[src/hw/rtl/i2cm_pkg.sv]
`timescale 1ns / 1ps
// ----------------------------------------------------------------------------
// i2cm_pkg
// Shared types and codes for the I2C master bit engine: request and result
// payloads, command codes and the engine state record.
// ----------------------------------------------------------------------------
package i2cm_pkg;

  localparam logic [2:0] MODE_NONE      = 3'd0;
  localparam logic [2:0] MODE_START     = 3'd1;
  localparam logic [2:0] MODE_STOP      = 3'd2;
  localparam logic [2:0] MODE_WRITE     = 3'd3;
  localparam logic [2:0] MODE_READ_ACK  = 3'd4;
  localparam logic [2:0] MODE_READ_NACK = 3'd5;

  localparam logic [1:0] PH_DRIVE = 2'd0;
  localparam logic [1:0] PH_HIGH  = 2'd1;
  localparam logic [1:0] PH_LOW   = 2'd2;
  localparam logic [1:0] PH_LAST  = 2'd3;

  localparam logic [3:0] DATA_BITS = 4'd8;
  localparam int         MSB_POS   = 7;

  typedef struct packed {
    logic [2:0] mode;
    logic [7:0] write_byte;
    logic       sda_in;
  } in_item_t;

  typedef struct packed {
    logic       scl_out;
    logic       sda_out;
    logic       busy_res;
    logic       done_res;
    logic [7:0] read_byte;
    logic       ack_seen;
  } out_item_t;

  typedef struct packed {
    logic [2:0] cmd;
    logic [1:0] phase;
    logic [3:0] bit_idx;
    logic [7:0] shift;
    logic [7:0] tick;
    logic       scl;
    logic       sda;
    logic       ack;
    logic [7:0] last_read;
  } eng_state_t;

endpackage

[src/hw/rtl/i2cm_step.sv]
`timescale 1ns / 1ps
// ----------------------------------------------------------------------------
// i2cm_step
// Next-state and result logic for one tick of the bit engine.
// ----------------------------------------------------------------------------
module i2cm_step (
  input  i2cm_pkg::eng_state_t st,
  input  i2cm_pkg::in_item_t   req,
  input  logic [7:0]           ticks_per_phase,
  output i2cm_pkg::eng_state_t st_nxt,
  output i2cm_pkg::out_item_t  res
);
  import i2cm_pkg::*;

  eng_state_t s;
  logic [7:0] lim;
  logic       last;
  logic       finish;
  logic       is_write;
  logic       data_slot;

  always_comb begin
    s      = st;
    finish = 1'b0;

    if (s.cmd == MODE_NONE && req.mode >= MODE_START && req.mode <= MODE_READ_NACK) begin
      s.cmd     = req.mode;
      s.phase   = PH_DRIVE;
      s.bit_idx = 4'd0;
      s.tick    = 8'd0;
      s.shift   = (req.mode == MODE_WRITE) ? req.write_byte : 8'd0;
    end

    lim       = (ticks_per_phase == 8'd0) ? 8'd1 : ticks_per_phase;
    last      = ({1'b0, s.tick} + 9'd1) >= {1'b0, lim};
    is_write  = (s.cmd == MODE_WRITE);
    data_slot = (s.bit_idx < DATA_BITS);

    if (s.cmd == MODE_START) begin
      case (s.phase)
        PH_DRIVE: s.sda = 1'b1;
        PH_HIGH:  s.scl = 1'b1;
        PH_LOW:   s.sda = 1'b0;
        default:  s.scl = 1'b0;
      endcase
      if (last) begin
        if (s.phase == PH_LAST) finish = 1'b1;
        else s.phase = s.phase + 2'd1;
      end
    end else if (s.cmd == MODE_STOP) begin
      case (s.phase)
        PH_DRIVE: s.sda = 1'b0;
        PH_HIGH:  s.scl = 1'b1;
        default:  s.sda = 1'b1;
      endcase
      if (last) begin
        if (s.phase >= PH_LOW) finish = 1'b1;
        else s.phase = s.phase + 2'd1;
      end
    end else if (s.cmd != MODE_NONE) begin
      case (s.phase)
        PH_DRIVE: begin
          if (data_slot) s.sda = is_write ? s.shift[MSB_POS] : 1'b1;
          else s.sda = (s.cmd == MODE_READ_ACK) ? 1'b0 : 1'b1;
          if (last) s.phase = PH_HIGH;
        end
        PH_HIGH: begin
          s.scl = 1'b1;
          if (last) begin
            if (data_slot) begin
              if (!is_write) s.shift = {s.shift[6:0], req.sda_in};
            end else if (is_write) begin
              s.ack = req.sda_in;
            end
            s.phase = PH_LOW;
          end
        end
        default: begin
          s.scl = 1'b0;
          if (last) begin
            if (is_write && data_slot) s.shift = {s.shift[6:0], 1'b0};
            if (!data_slot) begin
              finish = 1'b1;
              if (!is_write) s.last_read = s.shift;
            end else begin
              s.bit_idx = s.bit_idx + 4'd1;
              s.phase   = PH_DRIVE;
            end
          end
        end
      endcase
    end

    if (s.cmd != MODE_NONE) begin
      s.tick = last ? 8'd0 : s.tick + 8'd1;
    end

    if (finish) begin
      s.cmd     = MODE_NONE;
      s.phase   = PH_DRIVE;
      s.bit_idx = 4'd0;
      s.tick    = 8'd0;
    end

    st_nxt        = s;
    res.scl_out   = s.scl;
    res.sda_out   = s.sda;
    res.busy_res  = (s.cmd != MODE_NONE);
    res.done_res  = finish;
    res.read_byte = s.last_read;
    res.ack_seen  = s.ack;
  end

endmodule

[src/hw/rtl/i2cm_out_reg.sv]
`timescale 1ns / 1ps
// ----------------------------------------------------------------------------
// i2cm_out_reg
// Result register with valid/ready handshake towards the consumer.
// ----------------------------------------------------------------------------
module i2cm_out_reg (
  input  logic                clk,
  input  logic                rst_n,
  input  logic                load,
  input  i2cm_pkg::out_item_t load_item,
  output logic                can_load,
  output logic                out_valid,
  input  logic                out_ready,
  output i2cm_pkg::out_item_t out_item
);
  import i2cm_pkg::*;

  logic      valid_r;
  logic      valid_nxt;
  out_item_t item_r;

  assign can_load  = !valid_r || out_ready;
  assign valid_nxt = load || (valid_r && !out_ready);

  always_ff @(posedge clk) begin
    if (!rst_n) begin
      valid_r <= 1'b0;
    end else begin
      valid_r <= valid_nxt;
    end
  end

  always_ff @(posedge clk) begin
    if (load) begin
      item_r <= load_item;
    end
  end

  assign out_valid = valid_r;
  assign out_item  = item_r;

endmodule

[src/hw/rtl/i2c_master_bit_engine.sv]
`timescale 1ns / 1ps
// ----------------------------------------------------------------------------
// i2c_master_bit_engine
// Bit-level I2C master: start, stop, byte write with acknowledge sampling,
// byte read with acknowledge or not-acknowledge, one bus tick per request.
// ----------------------------------------------------------------------------
// Every request is one bus tick and yields exactly one result. The engine
// takes one request per clock unless the result register is stalled by
// out_ready: the request is held in an input register, one tick of the
// phase sequencer runs between that register and the result register, and
// in_ready follows out_ready through those two stages. Each bus phase lasts
// ticks_per_phase requests (zero counts as one). Write the configuration
// only while no command is in progress and no result is outstanding.
module i2c_master_bit_engine (
  input  logic                clk,
  input  logic                rst_n,
  input  logic                in_valid,
  output logic                in_ready,
  input  i2cm_pkg::in_item_t  in_item,
  output logic                out_valid,
  input  logic                out_ready,
  output i2cm_pkg::out_item_t out_item,
  input  logic                cfg_valid,
  output logic                cfg_ready,
  input  logic [7:0]          cfg_data
);
  import i2cm_pkg::*;

  logic       req_valid_r;
  logic       req_valid_nxt;
  in_item_t   req_r;
  logic [7:0] tpp_r;
  eng_state_t st_r;
  eng_state_t st_nxt;
  out_item_t  res;
  logic       can_load;
  logic       adv;

  assign cfg_ready     = 1'b1;
  assign adv           = req_valid_r && can_load;
  assign in_ready      = !req_valid_r || adv;
  assign req_valid_nxt = (in_valid && in_ready) || (req_valid_r && !adv);

  always_ff @(posedge clk) begin
    if (!rst_n) begin
      req_valid_r <= 1'b0;
      tpp_r       <= 8'd1;
      st_r        <= '{cmd: MODE_NONE, phase: PH_DRIVE, bit_idx: 4'd0, shift: 8'd0,
                       tick: 8'd0, scl: 1'b1, sda: 1'b1, ack: 1'b1, last_read: 8'd0};
    end else begin
      req_valid_r <= req_valid_nxt;
      if (cfg_valid) tpp_r <= cfg_data;
      if (adv) st_r <= st_nxt;
    end
  end

  always_ff @(posedge clk) begin
    if (in_valid && in_ready) begin
      req_r <= in_item;
    end
  end

  i2cm_step u_step (
    .st              (st_r),
    .req             (req_r),
    .ticks_per_phase (tpp_r),
    .st_nxt          (st_nxt),
    .res             (res)
  );

  i2cm_out_reg u_out (
    .clk       (clk),
    .rst_n     (rst_n),
    .load      (adv),
    .load_item (res),
    .can_load  (can_load),
    .out_valid (out_valid),
    .out_ready (out_ready),
    .out_item  (out_item)
  );

  a_idle_clean: assert property (@(posedge clk) disable iff (!rst_n)
    st_r.cmd == MODE_NONE |-> (st_r.phase == PH_DRIVE && st_r.bit_idx == 4'd0
                               && st_r.tick == 8'd0))
    else $error("idle engine left with stale sequence counters");

  a_bit_range: assert property (@(posedge clk) disable iff (!rst_n)
    st_r.bit_idx <= DATA_BITS)
    else $error("bit slot index beyond acknowledge slot");

  a_done_idle: assert property (@(posedge clk) disable iff (!rst_n)
    (adv && res.done_res) |=> st_r.cmd == MODE_NONE)
    else $error("command finished but engine still active");

  a_req_held: assert property (@(posedge clk) disable iff (!rst_n)
    (req_valid_r && !adv) |=> (req_valid_r && $stable(req_r)))
    else $error("stalled request lost or overwritten");

endmodule
[config.mk]
export PLATFORM = sky130hd
export DESIGN_NAME = i2c_master_bit_engine
export DESIGN_NICKNAME = d
export VERILOG_FILES = /design/src/hw/rtl/i2cm_pkg.sv /design/src/hw/rtl/i2cm_step.sv /design/src/hw/rtl/i2cm_out_reg.sv /design/src/hw/rtl/i2c_master_bit_engine.sv
export SDC_FILE = /design/constraint.sdc
export NUM_CORES = 1
export LEC_CHECK = 0
export BUFFER_PORTS_ARGS = -buffer_cell sky130_fd_sc_hd__buf_2
export CAP_MARGIN = 20
export CORE_UTILIZATION = 25
export DETAILED_ROUTE_END_ITERATION = 16
export GPL_TIMING_DRIVEN = 0
export PLACE_DENSITY = 0.51
export SYNTH_ARGS = -nofsm -noshare
export SYNTH_HDL_FRONTEND = slang
export SYNTH_HIERARCHICAL = 1
export SYNTH_SLANG_ARGS = --single-unit
[constraint.sdc]
create_clock -name clk -period 10.8 [get_ports clk]
set_clock_uncertainty 0.2 [all_clocks]
set_input_delay 1.62 -clock clk [delete_from_list [all_inputs] [get_ports clk]]
set_output_delay 1.62 -clock clk [all_outputs]
set_load 0.01 [all_outputs]
; ---- Word level (Yosys, flattened, before mapping)
; Index checks and enable logic that the tools add are counted.
[totals]
register_bits = 71
inputBits = 25
output_inout_bits = 16
word_cells = 120
[op_classes]
add_sub_neg = 4
n_lt_le_gt_ge = 5
eq_ne = 8
muxes = 60
n_reduce_logical = 22
[ops]
columns = operator, count
row1 = $mux 8, 14
row2 = $mux 14, 2
row3 = $mux 9, 3
row4 = $mux 25, 1
row5 = $mux 12, 2
row6 = $mux 2, 10
row7 = $mux 1, 19
row8 = $pmux 8 s2, 1
row9 = $mux 11, 1
row10 = $add 8x1->9 const B, 1
row11 = $eq 3x2->1 const B, 3
row12 = $ge 9x8->1, 1
row13 = $add 8x1->8 const B, 1
row14 = $logic_not 8->1, 1
row15 = $pmux 1 s2, 4
row16 = $logic_and 1x1->1, 7
row17 = $mux 6, 1
row18 = $reduce_bool 3->1, 2
row19 = $add 4x1->4 const B, 1
row20 = $eq 2x2->1 const B, 2
row21 = $logic_not 1->1, 4
row22 = $logic_or 1x1->1, 4
row23 = $lt 4x4->1 const B, 1
row24 = $mux 4, 1
row25 = 11 further kinds, 12

; ---- Logic depth before layout (Yosys ltp)
[logic_depth]
depth_word = 15
mapped_depth = 22

; ---- Modules after synthesis
; Netlist, hierarchy kept.
[modules_own_cells]
columns = module, n_inst, cells_per_inst, area_per_inst_um2, seq_area_each_um2
row1 = i2c_master_bit_engine, 1, 210, 2195.9, 1261.2
row2 = i2cm_step, 1, 236, 1581.5, 0.0
row3 = i2cm_out_reg, 1, 17, 439.2, 410.4

; ---- Least setup slack after synthesis
; Ideal clock, no wire load.
[synth_timing]
kind = register -> register
startpoint = register req_r[10] (netlist bit)
endpoint = register st_r[14] (netlist bit)
setup_time_ns = 0.067
arrival_ns = 4.141
required_time_ns = 10.533
slack_ns = 6.392
path_stages_with_launch = 21
n_path_buf = 3
synth_period_minus_slack_ns = 4.408
path_cell_list = edfxtp_1 > buf_6 > or3_4 > nand3_4 > buf_6 > buf_2 > and2_1 > ha_1 > nand3_1 > nor2_1 > xnor2_1 > nor2_1 > ha_1 > and3_1 > a221oi_2 > o21a_4 > nand2_2 > or4_1 > a31oi_1 > nand4_1 > o21ai_2
[synth_lines]
columns = element, line
row1 = "start, declared", i2c_master_bit_engine.sv:31  ; in_item_t req_r;
row2 = "start signal, assigned", i2c_master_bit_engine.sv:59  ; req_r <= in_item;
row3 = "end signal, assigned", i2c_master_bit_engine.sv:48  ; st_r <= '{cmd: MODE_NONE, phase: PH_DRIVE, bit_idx: 4'd0, shift: 8'd0,
row4 = "end signal, assigned", i2c_master_bit_engine.sv:53  ; if (adv) st_r <= st_nxt;
row5 = "end, declared", i2c_master_bit_engine.sv:33  ; eng_state_t st_r;

==> run metrics <==
Netlist cell types=73; Core ar.=0.01652 mm²; CP Class=reg2reg; final number of hold-violating endpoints=0; synthesized cell area=0.004217 mm²; Setup-failing EPs final=0; post-synth top area share=0.2184; delay-heaviest family, CP=simple AND/OR/NAND/NOR gates; slowest stage delay, CP=410 ps; sequential cell area fraction in the yosys report=0.3964; Seq cells post-synth=71; Finished Cell Area=0.005039 mm²; largest net degree at the start of global routing=24; WP data required=10810 ps; Final Max Tran Viols=0; RSZ-0062 raised after global routing=no; Setup crit start kind=flop; syn avg cell area=9.107 µm²; Layout area overhead=19.50%; final worst-path setup slack=5796 ps; Max-slew headroom=0.6081; die area=0.01739 mm²; area leader, netlist=dfxtp_1; post-route ant nets=0; Max Buffers Root-to-Sink=2; Synth async-reset ratio=0; commonest cells after routing, fill and taps aside=buf_2, nand2_1, dfxtp_1, nand4_1, nor2_1; Worst path slowest cell=or3_4; worst skew pair latency=330 ps; setup bufs post-CTS=0; synth top area cells=dfxtp_1, edfxtp_1, nand4_1; first-pass GRT wire length=18.67 mm; Post-Route Setup TNS=0 ps; max cap viols=0; io pins=41; routed wire length=11.34 mm; critical path capture point type=flop; CP Cell Sequence=buf_6, or3_4, nand3_4, buf_6, buf_2, and2_1, ha_1, nand3_1, nor2_1, xnor2_1, nor2_1, ha_1, and3_1, a221oi_2, o21a_4, nand2_2, nand4b_1, mux2_1, buf_4, nand3_1, o211ai_2; pre-CTS setup slack=5840 ps; Tmin final=5004 ps; Die Y=131.9 µm; syn_nets=498; Worst Tran Pin Value=584.7 ps; top_reg_cell synth=dfxtp_1; commonest non-fill, non-tap cell in the layout=buf_2; number of synthesized flops with an enable pin=25; period utilization=0.4633; arrival time worst endpoint=5020 ps; cts repair resizes=0; CTS Sinks=71; HPWL Detailed=8.363 mm; TritonCTS Buffers=9; hold slack=250.6 ps; grt total ovfl=0; layout cells sized above 1=0.2689; number of global-route vias before repair=3574; WL per Instance=15.39 µm; Max Freq=199.8 MHz; peak supply drop=0.08623 mV; GPL Wtd Cong=0.9068; Reg clk slew, reported paths=60 ps; CTS tree=done; IO Port Bufs=38; initial antenna violation count=0; pwr dens=146.9 mW/mm²; Worst Path Max Fanout=10; via/cell ratio=4.836; Starting Density=0.2552; Lkg Pwr=1.934 nW; Antenna diodes=0; num rows=47; DRC Markers=0; Total Routing Usage GR=0.1367; # nets final=547; Initial DRC Count=292; hold_buf cts=0; CP bufs+invs=4; H-tree Lvls=3; Root Driver=clkbuf_16; Gate Count Post-Synth=463; DR vias=3564; Hold WC Path Type=reg2reg; synth warn=6; placed inst area=0.004682 mm²; drt pass-1 iters=8; status=finished, final reports clean; Die W=131.9 µm
through the flow:
stage	power, mW	cells	util
floorplan	0.3633	463	-
global placement	0.3919	721	0.2833
detailed placement	0.3928	721	0.2833
CTS	0.7482	737	0.3049
global route	0.7695	737	0.3049
finish	0.7403	737	0.3049
Yosys cell counts (all sizes together), types with 2 or more instances:
library cell,number
ha,10
a22oi,2
clkbuf,2
a21oi,32
nor3,4
nand2b,3
and3,9
a21boi,2
dfxtp,46
or3,2
nand2,52
nor4b,3
o21a,2
xor2,3
o21bai,2
mux2,2
nand4,37
edfxtp,25
o21ai,42
xnor2,4
a22o,4
a21o,4
and2,6
inv,16
or2,2
a31oi,4
nor2,34
mux2i,14
nor3b,3
a211oi,4
o211ai,3
nor2b,7
o22ai,4
nand3,11
buf,46
power by group:
part | total, mW | internal (mW) | switching [mW]
Sequential | 0.292 | 0.287 | 0.00515
Clock | 0.352 | 0.238 | 0.114
Combinational | 0.0959 | 0.0350 | 0.0608
worst min-delay path, stage by stage (launching register included):
cell,delay [ps]
dfxtp_1,310
nand2_1,50
o21ai_1,50
metal layers:
layer,global-route usage,up-vias,part of all wire,wire [µm]
met2,0.2078,98,0.44,5001
met4,0.06331,0,0.018,206
met5,0,-,0,0
met1,0.1831,1677,0.49,5544
met3,0.03153,12,0.052,591
li1,-,1777,-,-
registers in the layout, summed over array words and instances, names as in the netlist:
| name | count |
|---|---|
| u_out/out_item | 13 |
| req_r | 12 |
| u_out/out_valid | 1 |
| req_valid_r | 1 |
| tpp_r | 8 |
| st_r | 36 |
kinds of logic (layout without fill, tap and decap cells):
family          count (synthesis)  in the layout  share of synthesized area
simple gates                  179            179                     0.2350
compound gates                115            115                     0.1884
flops                          71             71                     0.3964
buf+inv                        64            118                    0.09644
mux                            16             16                    0.03857
fa+ha+maj                      10             10                    0.02967
xor+xnor                        7              7                    0.01454
other cells                     1              1                  0.0008894
path summary, 6_finish.rpt:
check / startpoint / to / slack, ps / cells past startpoint
worst max-delay path: req_r[10]$_DFFE_PP_ / st_r[8]$_SDFFE_PN1P_ / 5800 / 21
worst min-delay path: st_r[21]$_SDFFE_PN0P_ / st_r[21]$_SDFFE_PN0P_ / 250 / 2
worst max register to register: req_r[10]$_DFFE_PP_ / st_r[8]$_SDFFE_PN1P_ / 5800 / 21
worst min register to register: st_r[21]$_SDFFE_PN0P_ / st_r[21]$_SDFFE_PN0P_ / 250 / 2
cell type report:
type	count	area [µm²]
plain buffers	48	346.6
fillers	1782	11490
clock inverters	5	103.9
flip-flops and latches	71	1672
well taps	220	275.3
repair buffers	38	190.2
multi-input cells	328	2138
inverters	16	60.06
clock buffers	11	252.7
Note: power is estimated with default switching activity, not from simulation.
